==> config.mk <==
export PLATFORM = sky130hd
export DESIGN_NAME = line_color_gradient
export DESIGN_NICKNAME = d
export VERILOG_FILES = /design/src/rtl/lcg_pkg.sv /design/src/rtl/lcg_front.sv /design/src/rtl/lcg_div_step.sv /design/src/rtl/lcg_blend.sv /design/src/rtl/line_color_gradient.sv
export SDC_FILE = /design/constraint.sdc
export NUM_CORES = 2
export LEC_CHECK = 0
export BUFFER_PORTS_ARGS = -buffer_cell sky130_fd_sc_hd__clkbuf_2
export CORE_MARGIN = 4
export CORE_UTILIZATION = 54
export CTS_CLUSTER_DIAMETER = 30
export CTS_CLUSTER_SIZE = 14
export DETAILED_ROUTE_END_ITERATION = 10
export PLACE_DENSITY = 0.7
export SETUP_SLACK_MARGIN = 0.5
export SYNTH_ARGS = -nofsm -noshare
export SYNTH_HDL_FRONTEND = slang
export SYNTH_SLANG_ARGS = --single-unit
==> constraint.sdc <==
create_clock -name clock -period 34 [get_ports clock]
set_input_delay 5.1 -clock clock [delete_from_list [all_inputs] [get_ports clock]]
set_output_delay 5.1 -clock clock [all_outputs]
set_load 0.01 [all_outputs]
==> src/rtl/lcg_pkg.sv <==
`default_nettype none

package lcg_pkg;

   localparam int COORD_BITS = 16;
   localparam int FRAC_BITS  = 16;
   localparam int DIST_BITS  = COORD_BITS + 1;
   localparam int CHAN_BITS  = 8;
   localparam int CHAN_COUNT = 3;
   localparam int COLOR_BITS = CHAN_BITS * CHAN_COUNT;
   localparam int FRAC_W     = FRAC_BITS + 1;
   localparam int PROD_BITS  = CHAN_BITS + FRAC_W;

   localparam logic [FRAC_W-1:0] FRAC_ONE = {1'b1, {FRAC_BITS{1'b0}}};

   typedef struct packed {
      logic                  color_match;
      logic [DIST_BITS-1:0]  num;
      logic [DIST_BITS-1:0]  den;
      logic [COLOR_BITS-1:0] start_color;
      logic [COLOR_BITS-1:0] end_color;
   } dist_beat_type;

   typedef struct packed {
      logic                  force_f;
      logic                  force_one;
      logic [DIST_BITS-1:0]  rem;
      logic [DIST_BITS-1:0]  den;
      logic [FRAC_BITS-1:0]  quo;
      logic [COLOR_BITS-1:0] start_color;
      logic [COLOR_BITS-1:0] end_color;
   } div_beat_type;

endpackage

`default_nettype wire

==> src/rtl/lcg_front.sv <==
`default_nettype none

module lcg_front (
   input  wire                                      clock,
   input  wire                                      reset,
   input  wire                                      up_valid,
   output logic                                     up_stall,
   input  wire signed [lcg_pkg::COORD_BITS-1:0]     cur_x,
   input  wire signed [lcg_pkg::COORD_BITS-1:0]     cur_y,
   input  wire        [lcg_pkg::COLOR_BITS-1:0]     cur_color,
   input  wire signed [lcg_pkg::COORD_BITS-1:0]     start_x,
   input  wire signed [lcg_pkg::COORD_BITS-1:0]     start_y,
   input  wire        [lcg_pkg::COLOR_BITS-1:0]     start_color,
   input  wire signed [lcg_pkg::COORD_BITS-1:0]     end_x,
   input  wire signed [lcg_pkg::COORD_BITS-1:0]     end_y,
   input  wire        [lcg_pkg::COLOR_BITS-1:0]     end_color,
   output logic                                     dn_valid,
   output lcg_pkg::div_beat_type                    dn_beat,
   input  wire                                      dn_stall
);

   localparam int DB = lcg_pkg::DIST_BITS;

   logic                    a_valid_ff;
   lcg_pkg::dist_beat_type  a_beat_ff;
   lcg_pkg::dist_beat_type  a_beat_in;
   logic                    a_stall;
   logic                    b_valid_ff;
   lcg_pkg::div_beat_type   b_beat_ff;
   lcg_pkg::div_beat_type   b_beat_in;

   logic signed [DB-1:0] dx_end;
   logic signed [DB-1:0] dy_end;
   logic signed [DB-1:0] dx_cur;
   logic signed [DB-1:0] dy_cur;
   logic                 num_neg;
   logic                 den_neg;
   logic [DB-1:0]        abs_num;
   logic [DB-1:0]        abs_den;

   always_comb begin
      dx_end = DB'(end_x) - DB'(start_x);
      dy_end = DB'(end_y) - DB'(start_y);
      dx_cur = DB'(cur_x) - DB'(start_x);
      dy_cur = DB'(cur_y) - DB'(start_y);
      a_beat_in.color_match = (cur_color == end_color);
      a_beat_in.start_color = start_color;
      a_beat_in.end_color   = end_color;
      if (dx_end > dy_end) begin
         a_beat_in.num = dx_cur;
         a_beat_in.den = dx_end;
      end else begin
         a_beat_in.num = dy_cur;
         a_beat_in.den = dy_end;
      end
   end

   always_comb begin
      num_neg = a_beat_ff.num[DB-1];
      den_neg = a_beat_ff.den[DB-1];
      abs_num = num_neg ? DB'(~a_beat_ff.num + 1'b1) : a_beat_ff.num;
      abs_den = den_neg ? DB'(~a_beat_ff.den + 1'b1) : a_beat_ff.den;
      b_beat_in.rem         = abs_num;
      b_beat_in.den         = abs_den;
      b_beat_in.quo         = '0;
      b_beat_in.start_color = a_beat_ff.start_color;
      b_beat_in.end_color   = a_beat_ff.end_color;
      if (a_beat_ff.color_match || (abs_den == '0)) begin
         b_beat_in.force_f   = 1'b1;
         b_beat_in.force_one = 1'b1;
      end else if ((abs_num == '0) || (num_neg != den_neg)) begin
         b_beat_in.force_f   = 1'b1;
         b_beat_in.force_one = 1'b0;
      end else if (abs_num >= abs_den) begin
         b_beat_in.force_f   = 1'b1;
         b_beat_in.force_one = 1'b1;
      end else begin
         b_beat_in.force_f   = 1'b0;
         b_beat_in.force_one = 1'b0;
      end
   end

   assign a_stall  = b_valid_ff && dn_stall;
   assign up_stall = a_valid_ff && a_stall;
   assign dn_valid = b_valid_ff;
   assign dn_beat  = b_beat_ff;

   always_ff @(posedge clock) begin
      if (reset) begin
         a_valid_ff <= 1'b0;
         b_valid_ff <= 1'b0;
      end else begin
         if (!up_stall) begin
            a_valid_ff <= up_valid;
         end
         if (!a_stall) begin
            b_valid_ff <= a_valid_ff;
         end
      end
   end

   always_ff @(posedge clock) begin
      if (!up_stall) begin
         a_beat_ff <= a_beat_in;
      end
      if (!a_stall) begin
         b_beat_ff <= b_beat_in;
      end
   end

endmodule

`default_nettype wire

==> src/rtl/lcg_div_step.sv <==
`default_nettype none

module lcg_div_step (
   input  wire                         clock,
   input  wire                         reset,
   input  wire                         up_valid,
   output logic                        up_stall,
   input  wire lcg_pkg::div_beat_type  up_beat,
   output logic                        dn_valid,
   output lcg_pkg::div_beat_type       dn_beat,
   input  wire                         dn_stall
);

   localparam int DB = lcg_pkg::DIST_BITS;
   localparam int FB = lcg_pkg::FRAC_BITS;

   logic                   valid_ff;
   lcg_pkg::div_beat_type  beat_ff;
   lcg_pkg::div_beat_type  beat_in;
   logic [DB:0]            rem_shift;
   logic [DB:0]            rem_diff;
   logic                   take;

   always_comb begin
      rem_shift = {up_beat.rem, 1'b0};
      rem_diff  = rem_shift - {1'b0, up_beat.den};
      take      = (rem_shift >= {1'b0, up_beat.den});
      beat_in     = up_beat;
      beat_in.rem = take ? rem_diff[DB-1:0] : rem_shift[DB-1:0];
      beat_in.quo = {up_beat.quo[FB-2:0], take};
   end

   assign up_stall = valid_ff && dn_stall;
   assign dn_valid = valid_ff;
   assign dn_beat  = beat_ff;

   always_ff @(posedge clock) begin
      if (reset) begin
         valid_ff <= 1'b0;
      end else if (!up_stall) begin
         valid_ff <= up_valid;
      end
   end

   always_ff @(posedge clock) begin
      if (!up_stall) begin
         beat_ff <= beat_in;
      end
   end

   a_rem_below_den: assert property (@(posedge clock) disable iff (reset)
      (valid_ff && !beat_ff.force_f) |-> (beat_ff.rem < beat_ff.den))
      else $error("remainder not below divisor");

endmodule

`default_nettype wire

==> src/rtl/lcg_blend.sv <==
`default_nettype none

module lcg_blend (
   input  wire                                 clock,
   input  wire                                 reset,
   input  wire                                 up_valid,
   output logic                                up_stall,
   input  wire lcg_pkg::div_beat_type          up_beat,
   output logic                                dn_valid,
   output logic [lcg_pkg::COLOR_BITS-1:0]      dn_color,
   input  wire                                 dn_stall
);

   localparam int CB = lcg_pkg::CHAN_BITS;
   localparam int CN = lcg_pkg::CHAN_COUNT;
   localparam int FW = lcg_pkg::FRAC_W;
   localparam int FB = lcg_pkg::FRAC_BITS;
   localparam int PB = lcg_pkg::PROD_BITS;

   logic [FW-1:0] frac;
   logic [FW-1:0] frac_inv;
   logic [PB-1:0] prod_s_in [CN];
   logic [PB-1:0] prod_e_in [CN];
   logic [PB-1:0] prod_s_ff [CN];
   logic [PB-1:0] prod_e_ff [CN];
   logic [PB-1:0] sum      [CN];
   logic [lcg_pkg::COLOR_BITS-1:0] color_in;
   logic [lcg_pkg::COLOR_BITS-1:0] color_ff;
   logic          m_valid_ff;
   logic          m_stall;
   logic          o_valid_ff;

   always_comb begin
      if (up_beat.force_f) begin
         frac = up_beat.force_one ? lcg_pkg::FRAC_ONE : '0;
      end else begin
         frac = {1'b0, up_beat.quo};
      end
      frac_inv = lcg_pkg::FRAC_ONE - frac;
      for (int c = 0; c < CN; c++) begin
         prod_s_in[c] = PB'(up_beat.start_color[c*CB +: CB]) * PB'(frac_inv);
         prod_e_in[c] = PB'(up_beat.end_color[c*CB +: CB]) * PB'(frac);
      end
   end

   always_comb begin
      for (int c = 0; c < CN; c++) begin
         sum[c] = prod_s_ff[c] + prod_e_ff[c];
         color_in[c*CB +: CB] = sum[c][FB +: CB];
      end
   end

   assign m_stall  = o_valid_ff && dn_stall;
   assign up_stall = m_valid_ff && m_stall;
   assign dn_valid = o_valid_ff;
   assign dn_color = color_ff;

   always_ff @(posedge clock) begin
      if (reset) begin
         m_valid_ff <= 1'b0;
         o_valid_ff <= 1'b0;
      end else begin
         if (!up_stall) begin
            m_valid_ff <= up_valid;
         end
         if (!m_stall) begin
            o_valid_ff <= m_valid_ff;
         end
      end
   end

   always_ff @(posedge clock) begin
      if (!up_stall) begin
         prod_s_ff <= prod_s_in;
         prod_e_ff <= prod_e_in;
      end
      if (!m_stall) begin
         color_ff <= color_in;
      end
   end

endmodule

`default_nettype wire

==> src/rtl/line_color_gradient.sv <==
// line_color_gradient: color of one point on a line, blended between the
// colors of the line's two endpoints.
// Input channel (req_): one beat carries the current point, the start point
// and the end point, each with signed coordinates and an RGB888 color.
// A beat is taken at a rising edge with req_valid high and req_stall low.
// Result channel (rsp_): one beat per input beat, in order, carrying
// rsp_pixel_color; taken at an edge with rsp_valid high and rsp_stall low.
// Path: 2 front stages, one divider stage per fraction bit, a multiply
// stage and the output register, from input beat to rsp_valid.
// Throughput: one beat per cycle unless stalled; the divider retires one
// quotient bit per stage, so its depth sets the latency and not the rate.
// Stall: every stage holds its beat only while the one after it is full and
// held, so bubbles close up; req_stall rises only when the whole pipe is
// full and rsp_stall is high. A held rsp beat does not change.
// Reset: synchronous, active high; clears all stage valid bits, nothing
// else to prepare, beats are taken in the cycle after reset drops.
`default_nettype none

module line_color_gradient (
   input  wire                                  clock,
   input  wire                                  reset,
   input  wire                                  req_valid,
   output logic                                 req_stall,
   input  wire signed [lcg_pkg::COORD_BITS-1:0] req_cur_x,
   input  wire signed [lcg_pkg::COORD_BITS-1:0] req_cur_y,
   input  wire        [lcg_pkg::COLOR_BITS-1:0] req_cur_color,
   input  wire signed [lcg_pkg::COORD_BITS-1:0] req_start_x,
   input  wire signed [lcg_pkg::COORD_BITS-1:0] req_start_y,
   input  wire        [lcg_pkg::COLOR_BITS-1:0] req_start_color,
   input  wire signed [lcg_pkg::COORD_BITS-1:0] req_end_x,
   input  wire signed [lcg_pkg::COORD_BITS-1:0] req_end_y,
   input  wire        [lcg_pkg::COLOR_BITS-1:0] req_end_color,
   output logic                                 rsp_valid,
   input  wire                                  rsp_stall,
   output logic       [lcg_pkg::COLOR_BITS-1:0] rsp_pixel_color
);

   localparam int FB = lcg_pkg::FRAC_BITS;

   logic                  div_valid [FB+1];
   logic                  div_stall [FB+1];
   lcg_pkg::div_beat_type div_beat  [FB+1];

   lcg_front u_front (
      .clock       (clock),
      .reset       (reset),
      .up_valid    (req_valid),
      .up_stall    (req_stall),
      .cur_x       (req_cur_x),
      .cur_y       (req_cur_y),
      .cur_color   (req_cur_color),
      .start_x     (req_start_x),
      .start_y     (req_start_y),
      .start_color (req_start_color),
      .end_x       (req_end_x),
      .end_y       (req_end_y),
      .end_color   (req_end_color),
      .dn_valid    (div_valid[0]),
      .dn_beat     (div_beat[0]),
      .dn_stall    (div_stall[0])
   );

   for (genvar k = 0; k < FB; k++) begin : g_div
      lcg_div_step u_step (
         .clock    (clock),
         .reset    (reset),
         .up_valid (div_valid[k]),
         .up_stall (div_stall[k]),
         .up_beat  (div_beat[k]),
         .dn_valid (div_valid[k+1]),
         .dn_beat  (div_beat[k+1]),
         .dn_stall (div_stall[k+1])
      );
   end

   lcg_blend u_blend (
      .clock    (clock),
      .reset    (reset),
      .up_valid (div_valid[FB]),
      .up_stall (div_stall[FB]),
      .up_beat  (div_beat[FB]),
      .dn_valid (rsp_valid),
      .dn_color (rsp_pixel_color),
      .dn_stall (rsp_stall)
   );

   a_stall_only_when_held: assert property (@(posedge clock) disable iff (reset)
      req_stall |-> (rsp_valid && rsp_stall))
      else $error("input held while result side is free");

   a_empty_after_reset: assert property (@(posedge clock) disable iff (reset)
      $past(reset) |-> !rsp_valid)
      else $error("result beat right after reset");

   a_front_moves_when_free: assert property (@(posedge clock) disable iff (reset)
      (div_valid[0] && !div_stall[0]) |=> div_valid[1])
      else $error("beat lost between front and divider");

endmodule

`default_nettype wire
==> parameters.txt <==
Parameter                              Value

Status
  Run status    complete, no violations

CTS
  H-tree levels    5
  Maximum buffer depth of the clock tree    4
  Sink count of the clock tree    1801
  Root buffer selected by CTS    sky130_fd_sc_hd__clkbuf_16
  Post-cts hold buffer count    0
  TritonCTS clock tree    built
  Buffers inserted during post-CTS setup optimization    0
  Clock transition at the register clock pins on the worst setup and hold paths after CTS    0.05 ns
  Clock latency at the later pin of the worst-skew pair    0.95 ns
  Gates resized, CTS repair    0
  Clock buffers created by TritonCTS    341

Yosys
  Syn. warnings    0
  Number of flops mapped to enable cells by yosys    1781
  Number of distinct library cells after synthesis    100
  Gate count of the mapped netlist    7991
  Synthesized net count    9414
  Fraction of post-synthesis cell area in the top cell type by area    52.67%
  Avg Inst Size Synth    12.71 um2
  Flops & latches, synth    1801
  Cell types occupying the most area after synthesis    sky130_fd_sc_hd__edfxtp_1 53%, sky130_fd_sc_hd__fa_1 11%, sky130_fd_sc_hd__ha_1 8.6%
  Area of the mapped netlist    101500 um2
  Fraction of the yosys area taken by sequential cells    53.06%
  Library cell occupying the most area in the post-synthesis netlist    sky130_fd_sc_hd__edfxtp_1
  Asr flop ratio synth    0%
  Flip-flop cell with the highest count after synthesis    sky130_fd_sc_hd__edfxtp_1

Worst setup path
  Worst reg2reg path depth    25
  Top fanout value on the critical path    62
  CP max stage delay    0.72 ns
  Cell family contributing the most delay on the critical path    simple AND/OR/NAND/NOR gates
  Reg-to-Reg End    u_blend.prod_s_ff[47]
  Worst EP required    28.90 ns
  Start of the worst register-to-register path    g_div[15].u_step.dn_beat[99]
  Crit path arrival time    10.45 ns
  Start-to-end type of the worst setup path    in2out
  Series of cell instances along the critical path    clkbuf_2 -> and3_1 -> inv_6 -> nor2_1 -> and2_1 -> inv_4 -> nor3_1 -> nand2_4 -> nor2_1 -> clkinv_2 -> nor2_1 -> nand2_4 -> inv_1 -> clkbuf_2
  Number of buffer and inverter instances along the worst setup path    6
  Max stage delay cell, worst path    sky130_fd_sc_hd__nor3_1
  Worst Setup Start Kind    primary input
  Reg-to-reg slack, setup    26.29 ns
  Worst setup EP type    output pin
  Crit-path most repeated cell    sky130_fd_sc_hd__nor2_1

Die
  I/O pins    198
  Initial core utilization    54.53%
  Die ar.    195000 um2
  Num rows    158
  Placeable core region    186200 um2
  Vert. Die Dim    441.6 um
  Chip Width    441.6 um

Routing
  Router iterations before antenna repair    6
  DR vias    61084
  Via count normalized by instance count    5.483
  Final WL    217000 um
  Initial drt markers    3691
  Antenna-violating nets left    0
  # DRC    0
  Routed length per instance    19.48 um

STA
  Rel. slew slack    13.66%
  Minimum clock period after layout    15.55 ns
  Worst clock skew    0.1323 ns
  Final setup viols    0
  Endpoints failing hold    0
  Sum Neg Setup Slack    0 ns
  Setup repair after global routing missed its margin    false
  Least-Margin Pin Slew    1.295 ns
  Highest achievable clock rate    64.30 MHz
  Post-route fraction of the period consumed by the critical path    45.74%
  Slew Limit Fails    0

Cells and area
  Filler cell count    13889
  Fin nets    9821
  Synthesis-to-layout area growth    14.98%
  Commonest non-fill, non-tap cells in the layout    1781 x sky130_fd_sc_hd__edfxtp_1, 968 x sky130_fd_sc_hd__inv_1, 698 x sky130_fd_sc_hd__ha_1
  Most frequent standard cell in the layout excluding fill and tap cells    sky130_fd_sc_hd__edfxtp_1
  Fraction of layout instances using a drive strength above 1    11.96%

Global routing
  Number of global-route vias before repair    64253
  Largest net degree at the start of global routing    85
  Global-route congestion overflow total    0
  Overall track demand over capacity in global routing    22.24%
  Wire length of the first global-routing pass    346100 um
  Initial antenna violation count    3

Placed design
  Detailed placer's ending HPWL    156400 um
  Final weighted congestion in routability-driven placement    0.8974
  IO buf count    197

Hold path
  Launch point of the worst hold path    g_div[4].u_step.dn_beat[2]
  Cell depth of the worst min-delay path    0
  Min-Delay Endpoint    g_div[5].u_step.dn_beat[2]
  Min-Delay Path Class    reg2reg

Run
  Max cap viols    0
[synthesized netlist by cell type (20+ instances only)]
| cell | count |
|---|---|
| sky130_fd_sc_hd__a211oi_1 | 34 |
| sky130_fd_sc_hd__a21o_1 | 115 |
| sky130_fd_sc_hd__a21oi_1 | 348 |
| sky130_fd_sc_hd__a31oi_1 | 32 |
| sky130_fd_sc_hd__and2_1 | 538 |
| sky130_fd_sc_hd__and3_1 | 42 |
| sky130_fd_sc_hd__clkbuf_1 | 166 |
| sky130_fd_sc_hd__dfxtp_1 | 20 |
| sky130_fd_sc_hd__edfxtp_1 | 1781 |
| sky130_fd_sc_hd__fa_1 | 553 |
| sky130_fd_sc_hd__ha_1 | 698 |
| sky130_fd_sc_hd__inv_1 | 976 |
| sky130_fd_sc_hd__mux2_2 | 137 |
| sky130_fd_sc_hd__mux2i_1 | 24 |
| sky130_fd_sc_hd__nand2_1 | 560 |
| sky130_fd_sc_hd__nand2b_1 | 62 |
| sky130_fd_sc_hd__nand3_1 | 92 |
| sky130_fd_sc_hd__nand4_1 | 55 |
| sky130_fd_sc_hd__nor2_1 | 309 |
| sky130_fd_sc_hd__nor2b_1 | 96 |
| sky130_fd_sc_hd__nor3_1 | 104 |
| sky130_fd_sc_hd__nor4_1 | 29 |
| sky130_fd_sc_hd__o211ai_1 | 25 |
| sky130_fd_sc_hd__o21a_1 | 86 |
| sky130_fd_sc_hd__o21ai_0 | 249 |
| sky130_fd_sc_hd__o21bai_1 | 27 |
| sky130_fd_sc_hd__o31a_1 | 20 |
| sky130_fd_sc_hd__o31ai_1 | 35 |
| sky130_fd_sc_hd__or2_2 | 26 |
| sky130_fd_sc_hd__or3_1 | 37 |
| sky130_fd_sc_hd__xnor2_1 | 296 |
| sky130_fd_sc_hd__xor2_1 | 151 |
[metrics by stage]
stage               std cells  worst slack, ns  utilization [%]  hold slack (ns)  instance area (um2)
floorplan                7991            11.31                -           0.4003               101500
global placement        10535            18.51            56.65           0.4004               105500
detailed placement      10535            18.50            56.65           0.4045               105500
CTS                     11137            18.36            62.69           0.3542               116700
global route            11137            17.90            62.69           0.3653               116700
finish                  11140            18.45            62.69           0.3560               116800
[per-layer routing]
metal | global-route usage (%) | vias to the layer above | routed length [um]
li1 | - | 28807 | -
met1 | 27.75 | 30061 | 88380
met2 | 38.59 | 1735 | 109100
met3 | 3.545 | 479 | 10490
met4 | 9.364 | 2 | 8972
met5 | 0 | - | 7
[flip-flops by register name, indices dropped and copies added, names as in the netlist]
| signal | count |
|---|---|
| g_div.u_step.dn_beat | 1446 |
| u_front.dn_valid | 1 |
| u_front.a_beat_ff | 83 |
| u_front.a_valid_ff | 1 |
| u_blend.prod_s_ff | 72 |
| g_div.u_step.dn_valid | 16 |
| u_blend.m_valid_ff | 1 |
| u_blend.dn_valid | 1 |
| u_front.dn_beat | 84 |
| u_blend.dn_color | 24 |
| u_blend.prod_e_ff | 72 |
[logic make-up after synthesis]
group | after synthesis | synth area share [%]
AO/OA/AOI/OAI | 1143 | 7.205
AND/OR/NAND/NOR | 2004 | 10.09
buffers and inverters | 1174 | 4.389
adder cells (fa/ha/maj) | 1251 | 19.50
multiplexers | 171 | 1.889
XOR/XNOR | 447 | 3.856
flip-flops | 1801 | 53.06
[final cells by class]
class / instances / area (um2) / area share (%)
Antenna cell: 3 / 7.507 / 0.006430
Clock buffer: 382 / 8864 / 7.592
Clock inverter: 220 / 2377 / 2.036
Inverter: 978 / 3687 / 3.158
Multi-Input combinational cell: 5016 / 43370 / 37.15
Sequential cell: 1801 / 53880 / 46.15
Tap cell: 2480 / 3103 / 2.658
Timing Repair Buffer: 260 / 1459 / 1.250
[worst max-delay path by stage]
stage / start / to / slack (ns) / cells past startpoint
after floorplan: rsp_stall / req_stall / 11.31 / 12
after global placement: rsp_stall / req_stall / 18.51 / 14
after detailed placement: rsp_stall / req_stall / 18.50 / 14
after CTS: rsp_stall / req_stall / 18.36 / 14
after global routing: rsp_stall / req_stall / 17.90 / 14
final: rsp_stall / req_stall / 18.45 / 14
Power is not shown: default switching activity piles up to over one toggle a cycle in this logic, so the estimate is an artifact.
